===== config.mk =====
export PLATFORM = sky130hd
export DESIGN_NAME = indexed_list_store_with_sort
export DESIGN_NICKNAME = d
export VERILOG_FILES = /design/src/ilsort_pkg.sv /design/src/ilsort_ram.sv /design/src/indexed_list_store_with_sort.sv
export SDC_FILE = /design/constraint.sdc
export NUM_CORES = 1
export LEC_CHECK = 0
export BUFFER_PORTS_ARGS = -buffer_cell sky130_fd_sc_hd__buf_2
export CORE_ASPECT_RATIO = 0.75
export CORE_MARGIN = 4
export CORE_UTILIZATION = 45
export DETAILED_ROUTE_END_ITERATION = 10
export MAX_ROUTING_LAYER = met4
export PLACE_DENSITY_LB_ADDON = 0.12
export REMOVE_ABC_BUFFERS = 1
export SLEW_MARGIN = 20
export SYNTH_ARGS = -nofsm -noshare
export SYNTH_HDL_FRONTEND = slang
export SYNTH_HIERARCHICAL = 1
export SYNTH_SLANG_ARGS = --single-unit

===== constraint.sdc =====
create_clock -name clock -period 10.4 [get_ports clock]
set_clock_uncertainty 0.1 [all_clocks]
set_input_delay 2.08 -clock clock [delete_from_list [all_inputs] [get_ports clock]]
set_output_delay 2.08 -clock clock [all_outputs]
set_load 0.01 [all_outputs]

===== src/ilsort_pkg.sv =====
// Shared types and constants for the indexed list store with sort.
package ilsort_pkg;

   // Operation codes carried in a request beat.
   typedef enum logic [2:0] {
      OP_READ   = 3'd0,
      OP_WRITE  = 3'd1,
      OP_INSERT = 3'd2,
      OP_APPEND = 3'd3,
      OP_ERASE  = 3'd4,
      OP_POP    = 3'd5,
      OP_SORT   = 3'd6
   } op_type;

   // Status codes returned with every response beat.
   typedef enum logic [1:0] {
      ST_OK        = 2'd0,
      ST_BAD_INDEX = 2'd1,
      ST_EMPTY     = 2'd2,
      ST_FULL      = 2'd3
   } status_type;

   // Sequencer states.
   typedef enum logic [3:0] {
      S_IDLE,
      S_CAPTURE,
      S_MOVE,
      S_PUT,
      S_SORT_FETCH,
      S_SORT_HOLD,
      S_SORT_CMP,
      S_SORT_PLACE,
      S_RESPOND
   } state_type;

   localparam int ID_W    = 6;
   localparam int KEY_W   = 4;
   localparam int ENTRY_W = ID_W + KEY_W;

   // One stored entry as it sits in the memory word.
   typedef struct packed {
      logic [ID_W-1:0]  id;
      logic [KEY_W-1:0] key;
   } entry_type;

   typedef struct packed {
      op_type      operation;
      logic [5:0]  position;
      logic [5:0]  entry_id;
      logic [3:0]  entry_key;
      logic [6:0]  sort_length;
   } req_type;

   typedef struct packed {
      logic [5:0]  out_id;
      logic [3:0]  out_key;
      status_type  status;
      logic [6:0]  fill_count;
      logic        is_empty;
   } rsp_type;

endpackage


===== src/ilsort_ram.sv =====
// Generic single-write, single-read memory with registered read data.
module ilsort_ram #(
   parameter int WIDTH = 10,
   parameter int DEPTH = 64
) (
   input  logic                     clock,
   input  logic                     wr_en,
   input  logic [$clog2(DEPTH)-1:0] wr_addr,
   input  logic [WIDTH-1:0]         wr_data,
   input  logic [$clog2(DEPTH)-1:0] rd_addr,
   output logic [WIDTH-1:0]         rd_data
);

   logic [WIDTH-1:0] mem [DEPTH];

   // Write port.
   always_ff @(posedge clock) begin
      if (wr_en) begin
         mem[wr_addr] <= wr_data;
      end
   end

   // Registered read port.
   always_ff @(posedge clock) begin
      rd_data <= mem[rd_addr];
   end

endmodule


===== src/indexed_list_store_with_sort.sv =====
// Insert and erase shift the entries between the position and the end of the list, one entry
// moved per cycle through the single memory port pair.
// Sort fetches each leading entry in turn and moves it toward the front one position at a time.
// One request is in flight at a time; the next beat is taken once the response is loaded.
// Reset clears the fill count and control state; memory contents are not cleared.
module indexed_list_store_with_sort #(
   parameter int CAPACITY = 64
) (
   input  logic                clock,
   input  logic                reset,
   input  logic                req_valid,
   output logic                req_ready,
   input  ilsort_pkg::req_type req_data,
   output logic                rsp_valid,
   input  logic                rsp_ready,
   output ilsort_pkg::rsp_type rsp_data
);

   import ilsort_pkg::*;

   localparam int CW = $clog2(CAPACITY + 1);
   localparam int AW = $clog2(CAPACITY);
   localparam int XW = (CW > 7) ? CW : 7;
   localparam logic [CW-1:0] CAP_C = CW'(CAPACITY);

   // Sequencer and datapath registers.
   state_type        state_ff, state_in;
   logic [CW-1:0]    count_ff, count_in;
   op_type           op_ff, op_in;
   logic [AW-1:0]    pos_ff, pos_in;
   entry_type        new_ff, new_in;
   entry_type        out_ff, out_in;
   status_type       status_ff, status_in;
   logic [CW-1:0]    i_ff, i_in;
   logic [CW-1:0]    n_ff, n_in;
   logic [AW-1:0]    j_ff, j_in;
   entry_type        hold_ff, hold_in;
   logic [AW-1:0]    src_ff, src_in;
   logic [AW-1:0]    stop_ff, stop_in;
   logic [AW-1:0]    wr_ff, wr_in;
   logic             up_ff, up_in;
   logic             more_ff, more_in;
   logic             pend_ff, pend_in;
   rsp_type          rsp_ff, rsp_in;
   logic             rsp_valid_ff, rsp_valid_in;

   // Memory port signals.
   logic             ram_we;
   logic [AW-1:0]    ram_waddr;
   logic [AW-1:0]    ram_raddr;
   entry_type        ram_wdata;
   logic [ENTRY_W-1:0] ram_rdata;
   entry_type        rd_entry;

   // Request decode helpers.
   logic             accept;
   logic [XW-1:0]    pos_x;
   logic [XW-1:0]    cnt_x;
   logic [XW-1:0]    slen_x;
   logic [CW-1:0]    cnt_dec;
   logic             is_full;
   logic             pos_ok;
   status_type       req_status;
   logic             rsp_free;
   logic             hold_less;

   assign accept    = req_valid && req_ready;
   assign req_ready = (state_ff == S_IDLE);
   assign pos_x     = XW'(req_data.position);
   assign cnt_x     = XW'(count_ff);
   assign slen_x    = XW'(req_data.sort_length);
   assign cnt_dec   = count_ff - CW'(1);
   assign is_full   = (count_ff == CAP_C);
   assign pos_ok    = (pos_x < cnt_x);
   assign rsp_free  = !rsp_valid_ff || rsp_ready;
   assign rd_entry  = entry_type'(ram_rdata);
   assign hold_less = (hold_ff.key < rd_entry.key);

   // Status of the request beat against the current fill count.
   always_comb begin
      req_status = ST_OK;
      unique case (req_data.operation)
         OP_READ, OP_WRITE, OP_ERASE: req_status = pos_ok ? ST_OK : ST_BAD_INDEX;
         OP_INSERT: begin
            priority if (is_full) begin
               req_status = ST_FULL;
            end else if (!pos_ok) begin
               req_status = ST_BAD_INDEX;
            end else begin
               req_status = ST_OK;
            end
         end
         OP_APPEND: req_status = is_full ? ST_FULL : ST_OK;
         OP_POP:    req_status = (count_ff == '0) ? ST_EMPTY : ST_OK;
         default:   req_status = ST_OK;
      endcase
   end

   // Next state.
   always_comb begin
      state_in = state_ff;
      unique case (state_ff)
         S_IDLE: begin
            if (accept) begin
               state_in = S_RESPOND;
               if (req_status == ST_OK) begin
                  unique case (req_data.operation)
                     OP_READ, OP_ERASE, OP_POP: state_in = S_CAPTURE;
                     OP_INSERT:                 state_in = S_MOVE;
                     OP_SORT:                   state_in = S_SORT_FETCH;
                     default:                   state_in = S_RESPOND;
                  endcase
               end
            end
         end
         S_CAPTURE: state_in = (op_ff == OP_ERASE) ? S_MOVE : S_RESPOND;
         S_MOVE: begin
            if (!more_ff) begin
               state_in = up_ff ? S_PUT : S_RESPOND;
            end
         end
         S_PUT:        state_in = S_RESPOND;
         S_SORT_FETCH: state_in = (i_ff >= n_ff) ? S_RESPOND : S_SORT_HOLD;
         S_SORT_HOLD:  state_in = S_SORT_CMP;
         S_SORT_CMP: begin
            priority if (!hold_less) begin
               state_in = S_SORT_FETCH;
            end else if (j_ff == AW'(1)) begin
               state_in = S_SORT_PLACE;
            end else begin
               state_in = S_SORT_CMP;
            end
         end
         S_SORT_PLACE: state_in = S_SORT_FETCH;
         S_RESPOND: begin
            if (rsp_free) begin
               state_in = S_IDLE;
            end
         end
         default: state_in = S_IDLE;
      endcase
   end

   // Datapath, memory control and register next values.
   always_comb begin
      count_in     = count_ff;
      op_in        = op_ff;
      pos_in       = pos_ff;
      new_in       = new_ff;
      out_in       = out_ff;
      status_in    = status_ff;
      i_in         = i_ff;
      n_in         = n_ff;
      j_in         = j_ff;
      hold_in      = hold_ff;
      src_in       = src_ff;
      stop_in      = stop_ff;
      wr_in        = wr_ff;
      up_in        = up_ff;
      more_in      = more_ff;
      pend_in      = pend_ff;
      rsp_in       = rsp_ff;
      rsp_valid_in = rsp_valid_ff && !rsp_ready;
      ram_we       = 1'b0;
      ram_waddr    = pos_ff;
      ram_wdata    = new_ff;
      ram_raddr    = src_ff;

      unique case (state_ff)
         S_IDLE: begin
            ram_raddr = (req_data.operation == OP_POP) ? cnt_dec[AW-1:0] : pos_x[AW-1:0];
            ram_wdata = '{id: req_data.entry_id, key: req_data.entry_key};
            ram_waddr = (req_data.operation == OP_APPEND) ? count_ff[AW-1:0]
                                                         : pos_x[AW-1:0];
            if (accept) begin
               op_in     = req_data.operation;
               pos_in    = pos_x[AW-1:0];
               new_in    = '{id: req_data.entry_id, key: req_data.entry_key};
               out_in    = '0;
               status_in = req_status;
               // Insert walks down from the last entry to the insert position.
               src_in    = cnt_dec[AW-1:0];
               stop_in   = pos_x[AW-1:0];
               up_in     = 1'b1;
               more_in   = 1'b1;
               pend_in   = 1'b0;
               i_in      = CW'(1);
               n_in      = (slen_x < cnt_x) ? slen_x[CW-1:0] : count_ff;
               if (req_status == ST_OK) begin
                  unique case (req_data.operation)
                     OP_WRITE:  ram_we = 1'b1;
                     OP_APPEND: begin
                        ram_we   = 1'b1;
                        count_in = count_ff + CW'(1);
                     end
                     OP_POP:    count_in = cnt_dec;
                     default:   ram_we = 1'b0;
                  endcase
               end
            end
         end
         S_CAPTURE: begin
            out_in = rd_entry;
            // Erase walks up from the entry above the hole to the last entry.
            src_in  = pos_ff + AW'(1);
            stop_in = cnt_dec[AW-1:0];
            up_in   = 1'b0;
            more_in = (pos_ff != cnt_dec[AW-1:0]);
            pend_in = 1'b0;
         end
         S_MOVE: begin
            // Read one entry per cycle and write the previous read one slot over.
            ram_raddr = src_ff;
            ram_we    = pend_ff;
            ram_waddr = wr_ff;
            ram_wdata = rd_entry;
            if (more_ff) begin
               pend_in = 1'b1;
               wr_in   = up_ff ? (src_ff + AW'(1)) : (src_ff - AW'(1));
               if (src_ff == stop_ff) begin
                  more_in = 1'b0;
               end else begin
                  src_in = up_ff ? (src_ff - AW'(1)) : (src_ff + AW'(1));
               end
            end else begin
               pend_in = 1'b0;
               if (!up_ff) begin
                  count_in = cnt_dec;
               end
            end
         end
         S_PUT: begin
            ram_we    = 1'b1;
            ram_waddr = pos_ff;
            ram_wdata = new_ff;
            count_in  = count_ff + CW'(1);
         end
         S_SORT_FETCH: begin
            ram_raddr = i_ff[AW-1:0];
         end
         S_SORT_HOLD: begin
            hold_in   = rd_entry;
            j_in      = i_ff[AW-1:0];
            ram_raddr = i_ff[AW-1:0] - AW'(1);
         end
         S_SORT_CMP: begin
            // The entry left of the hole is in the read data; shift it or drop the held one.
            ram_we    = 1'b1;
            ram_waddr = j_ff;
            ram_raddr = j_ff - AW'(2);
            if (hold_less) begin
               ram_wdata = rd_entry;
               j_in      = j_ff - AW'(1);
            end else begin
               ram_wdata = hold_ff;
               i_in      = i_ff + CW'(1);
            end
         end
         S_SORT_PLACE: begin
            ram_we    = 1'b1;
            ram_waddr = j_ff;
            ram_wdata = hold_ff;
            i_in      = i_ff + CW'(1);
         end
         S_RESPOND: begin
            if (rsp_free) begin
               rsp_valid_in       = 1'b1;
               rsp_in.out_id      = out_ff.id;
               rsp_in.out_key     = out_ff.key;
               rsp_in.status      = status_ff;
               rsp_in.fill_count  = cnt_x[6:0];
               rsp_in.is_empty    = (count_ff == '0);
            end
         end
         default: ram_we = 1'b0;
      endcase
   end

   // Control registers.
   always_ff @(posedge clock) begin
      if (reset) begin
         state_ff     <= S_IDLE;
         count_ff     <= '0;
         rsp_valid_ff <= 1'b0;
         more_ff      <= 1'b0;
         pend_ff      <= 1'b0;
      end else begin
         state_ff     <= state_in;
         count_ff     <= count_in;
         rsp_valid_ff <= rsp_valid_in;
         more_ff      <= more_in;
         pend_ff      <= pend_in;
      end
   end

   // Payload registers.
   always_ff @(posedge clock) begin
      op_ff     <= op_in;
      pos_ff    <= pos_in;
      new_ff    <= new_in;
      out_ff    <= out_in;
      status_ff <= status_in;
      i_ff      <= i_in;
      n_ff      <= n_in;
      j_ff      <= j_in;
      hold_ff   <= hold_in;
      src_ff    <= src_in;
      stop_ff   <= stop_in;
      wr_ff     <= wr_in;
      up_ff     <= up_in;
      rsp_ff    <= rsp_in;
   end

   assign rsp_valid = rsp_valid_ff;
   assign rsp_data  = rsp_ff;

   // Entry memory: identifier and key share one word.
   ilsort_ram #(
      .WIDTH (ENTRY_W),
      .DEPTH (CAPACITY)
   ) u_store (
      .clock   (clock),
      .wr_en   (ram_we),
      .wr_addr (ram_waddr),
      .wr_data (ram_wdata),
      .rd_addr (ram_raddr),
      .rd_data (ram_rdata)
   );

endmodule


---- Yosys cells after proc, flatten, opt, wreduce, memory -nomap -nowiden ----
Memories as Yosys holds them, arrays and structs flattened. A register that Yosys moved wholly into a read port is not among the register bits.
Index checks and enable logic that the tools add are counted.
storage, ports and cells
  input port bits ......................... 30
  output and inout port bits .............. 22
  flip-flop bits (word level) ............. 114
  logic and storage cells ................. 158
  bits in writable memories ............... 640
  memories kept ........................... 1
cells by class
  equality and inequality tests ........... 29
  order comparisons ....................... 4
  mux-type cells .......................... 60
  add/subtract/negate cells ............... 9
  reduce and logical (&&, ||, !) cells .... 29
memory list
  memory       depth  bits a word  read ports  clocked after Yosys merged registers in  write ports  RTL line          source
  u_store.mem  64     10           1           1                                        1            ilsort_ram.sv:14  logic [WIDTH-1:0] mem [DEPTH];
operator list
  cell                                                                   count
  6-bit 2-to-1 mux                                                       9
  7-bit 2-to-1 mux                                                       7
  7-bit one-hot mux with 3 select lines                                  2
  10-bit one-hot mux with 4 select lines                                 1
  4-bit one-hot mux with 9 select lines                                  1
  6-bit one-hot mux with 3 select lines                                  2
  4-bit 2-to-1 mux                                                       7
  6-bit one-hot mux with 2 select lines                                  2
  6-bit one-hot mux with 4 select lines                                  1
  10-bit 2-to-1 mux                                                      2
  10-bit one-hot mux with 2 select lines                                 1
  6-bit by 1-bit subtractor with 6-bit output, second input constant     3
  4-bit by 3-bit equality test with 1-bit output, second input constant  4
  7-bit by 1-bit adder with 7-bit output, second input constant          2
  1-bit 2-to-1 mux                                                       14
  2-bit != test, second input constant                                   7
  7-bit one-hot mux with 2 select lines                                  1
  6-bit by 1-bit adder with 6-bit output, second input constant          2
  3-bit equality test, second input constant                             4
  4-bit one-hot mux with 3 select lines                                  1
  2-bit AND reduction                                                    6
  1-bit one-hot mux with 3 select lines                                  3
  3-bit nonzero test                                                     3
  3-bit OR reduction                                                     3
  other kinds (32)                                                       43

---- Longest topological paths before layout ----
  word-level depth ........................ 10
  gate-level depth with buffers ........... 16
  mapped depth without buffers ............ 12

---- Modules after synthesis ----
Netlist, hierarchy kept.
by module, submodules not included
  module                        area an instance (µm²)  cells each  seq. area each (µm²)  times used
  ilsort_ram                    25101.6                 1118        19418.6               1
  indexed_list_store_with_sort  6856.6                  680         3283.1                1

---- Least setup slack after synthesis ----
OpenSTA, ideal clock, no wires.
  path type ............................... input port to flip-flop
  from .................................... in req_data[8] (netlist name)
  to ...................................... mem u_store.mem[0][1], data pin
  slack ................................... 4.877 ns
  arrival time ............................ 4.721 ns
  library setup time ...................... 0.702 ns
  path buffers ............................ 0
  stages on the path ...................... 2
  required time ........................... 9.598 ns
  cell sequence ........................... a222oi_1 o21ai_0
RTL lines
  what             RTL line                            source
  start, declared  indexed_list_store_with_sort.sv:13  input ilsort_pkg::req_type req_data,
  end, declared    ilsort_ram.sv:14

---- Worst setup path after layout ----
  from .................................... in req_data[24] (netlist name)
  to ...................................... reg u_store.rd_data[9], read port of u_store.mem
between the ends
  word-level cells in the longest chain between the ends .. 3
RTL lines
  what                                   RTL line                             source
  3-bit equality test                    indexed_list_store_with_sort.sv:171  ram_raddr = (req_data.operation == OP_POP) ? cnt_dec[AW-1:0] : pos_x[AW-1:0];
  6-bit 2-to-1 mux                       indexed_list_store_with_sort.sv:171
  6-bit one-hot mux with 4 select lines  indexed_list_store_with_sort.sv:169  unique case (state_ff)
  via ram_raddr[0]                       indexed_list_store_with_sort.sv:50   logic [AW-1:0] ram_raddr;
  end, declared                          ilsort_ram.sv:11                     output logic [WIDTH-1:0] rd_data
The timed path passes the listed nets, and every way through them passes these cells.
A chain may end at the register's enable or synchronous reset.

==> impl_results.md <==
- Biggest area consumer among synthesized cells: edfxtp_1
- Syn Std Cell Area: 32000 sq um
- Minimum clock period: 5.75 ns
- Worst R2R Start: cnt_x[0]
- Clock Sinks: 764
- Number of hold buffers added after CTS: 0
- Clock root cell: clkbuf_16
- Initial Utilization: a little under half
- Initial DRC Count: 1988
- DRC: 0
- Non-filler cells, final: 2867
- CTS max path bufs: 3
- PD cells: 223 nW/um^2
- Post-synthesis adder-cell area fraction: 1.32%
- # H-tree levels: 3
- Max Clk Rate: 174 MHz
- Synth Flop Type: edfxtp_1
- Hold WC Path Type: reg2reg
- WHS Path Cells: 0
- # port buffers: 51
- Seq/Total Area, Yosys: a little under three quarters
- Critical Path RT: 10.82 ns
- Height of the die: approximately 240 microns
- Final setup viols: 0
- Yosys reg bits: 764
- Count leader, synth: edfxtp_1
- Slew Limit Headroom: 19.4%
- Hold worst-path end: rsp_data[13]
- Row count: 84
- Worst slew pin tran: approximately 1.2 ns
- Cell area after layout: about 36000 sq um
- Mapped Cells: 1798
- Top cells by area, synth: edfxtp_1, mux4_2, mux2i_1, dfxtp_1, ha_1
- Total number of yosys warnings: 6
- WP data arrival: 6.17 ns
- Initial antenna violation count: 2
- Pins Over Slew Limit: 0
- I/O pin total: 52
- Setup TNS: 0 ns
- Gr ovfl total: 0
- Avg Inst Size Synth: 17.8 sq um
- Crit path max fanout: 74
- Mux share of post-synthesis cell area: 13.6%
- Max-cap viol count: 0
- Clock transition at path regs: 0.07 ns
- Largest net degree at the start of global routing: around 110
- RR Endpoint: u_store/rd_data[9]
- RSZ-0062 raised after global routing: false
- Crit path setup slack, layout: 4.65 ns
- Layout Utilization: 51.4%
- Yosys top cell area share: 69.5%
- Setup Buffers After CTS: 0
- Routed Antenna Nets: 0
- Max IR drop VDD: 0.143 mV
- Endpoints failing hold: 0
- R2R cell count: 11
- Fin crit share: 55.3%
- Ant diodes: 0
- Detailed Place HPWL: 49700 microns
- Drt total wl: 79800 microns
- DR vias: 17.2k
- Core box area: about 70000 sq um
- HP Start: out_ff[3]
- CP Class: in2reg
- Clk_lat worst skew: approximately 0.63 ns
- Lkg Pwr: 11.7 nW
- PostCTS Resize Cnt: 0
- Ys async rst share: 0%
- GRT Overall Usage: roughly 22%
- Largest family of logic cells by synthesized area: multiplexers
- Vias in the first global route: 16.8k
- Die area: 75400 sq um
- Via density: 6.00
- Drt pass-1 iters: 7
- XOR/XNOR Fraction of Synth Area: under 10%
- DIE WIDTH: 316 microns
- Worst slack, placed: 3.97 ns
- Post-synth EDFFs: 740
- DP Area: around 33000 sq um
- CTS tree: built
- Placed insts: 2728
- Area fraction in compound gates after synthesis: about 5.3%
- Num CTS Buffers: 76
- Final nets: 1923
- Area grow syn2layout: 12.8%
- Reg-to-reg slack, setup: 5.21 ns
- Share of layout cells above drive strength 1: 23.4%
- Most frequent cells after synthesis: edfxtp_1, mux4_2, nor2_1
- Kind of end point of the critical path: register
- First-pass GRT wire length: between 100000 and 150000 microns
- Unique masters post-synth: 72
- Gp weighted congestion: about 0.90
- Crit path launch type: input port
- Routed len/inst: 27.8 microns
- Status: finished clean
- Synth Area in Simple Gates: 5.26%
## placed cells by master (no fill, tap or decap), types with 10 or more instances in the layout
master and n:
xor2_1 18, clkbuf_16 78, nand2_1 72, nand3_1 35, a22o_1 13, a21oi_1 33, or3_1 11, buf_4 37
dfxtp_1 24, mux4_2 160, o21ai_0 40, nor2b_1 14, clkinv_1 11, clkinv_2 13, bufinv_16 13, a211oi_1 12
a22oi_1 13, and2_1 12, nor3b_1 11, nor3_1 13, ha_1 33, nor2_2 30, mux2i_1 60, o22ai_1 19
xnor2_1 31, a222oi_1 15, inv_1 35, nand4_1 12, o211ai_1 10, nor2_1 80, buf_2 51, edfxtp_1 740
nand2b_1 15
## power by group
group	leakage, nW	internal, mW	switching [mW]	total, mW
Sequential	6.91	3.59	0.109	3.70
Combinational	3.48	0.558	0.898	1.46
Clock	1.27	1.71	1.18	2.89
## metrics by stage
step / total power, mW / hold WS [ns]
floorplan: 4.82 / 0.300
global placement: 5.21 / 0.302
detailed placement: 5.22 / 0.305
CTS: 8.11 / 0.317
global route: 8.36 / 0.324
finish: 8.05 / 0.312
## worst max-delay path: stages
cell and delay, ns:
buf_2 0.17, and3b_1 0.52, nand2_1 0.12, a21oi_1 0.18, o31a_2 0.20, buf_12 0.47, buf_4 0.79, mux2i_1 0.26
o22ai_1 0.10, a2111oi_2 0.70, a221oi_1 0.15, a22o_1 0.28
## worst max-delay path by stage
stage / start / endpoint / slack (ns) / cells after the start
3_5_place_dp: req_data[24] / u_store/rd_data[9] / 3.97 / 12
6_report: req_data[24] / u_store/rd_data[9] / 4.65 / 12
5_1_grt: req_data[24] / u_store/rd_data[0] / 4.19 / 11
2_1_floorplan: req_data[24] / u_store/rd_data[0] / -1.0 / 9
4_1_cts: req_data[24] / u_store/rd_data[9] / 4.63 / 12
3_3_place_gp: req_data[24] / u_store/rd_data[1] / 4.03 / 11
## flip-flops by register name, indices dropped and copies added (netlist names), 2 cells and up
name             count
new_ff              10
u_store/rd_data     10
out_ff              10
rsp_data            20
op_ff                3
cnt_x                7
i_ff                 7
pos_ff               6
src_ff               6
state_ff             4
hold_ff             10
u_store/mem        640
stop_ff              6
n_ff                 7
j_ff                 6
wr_ff                6
status_ff            2
## final cells by class
class | instances | area, sq um
Multi-Input combinational cell | 891 | 8820
Fill cell | 5655 | 34100
Inverter | 37 | 139
Tap cell | 946 | 1180
Timing Repair Buffer | 90 | 573
Sequential cell | 764 | 22700
Clock buffer | 85 | 1990
Clock inverter | 54 | 657
## metal layers
metal  vias up  part of all wire, %  global-route usage [%]
li1       7412                    -                       -
met1      9028                   48                    34.3
met2       663                   42                    29.2
met3        99                  8.6                    5.52
met4         0                  1.7                    4.69
met5         -                    0                       -
## logic make-up (layout without fill, tap and decap cells)
logic type                 count (synthesis)  after routing
AOI/OAI and AO/OA                        236            236
xor gates and xnor gates                  49             49
adders and majority gates                 34             34
buffers and inverters                    143            266
DFF                                      764            764
muxes                                    232            232
and+or+nand+nor                          340            340
Note: power is estimated with default switching activity, not from simulation.
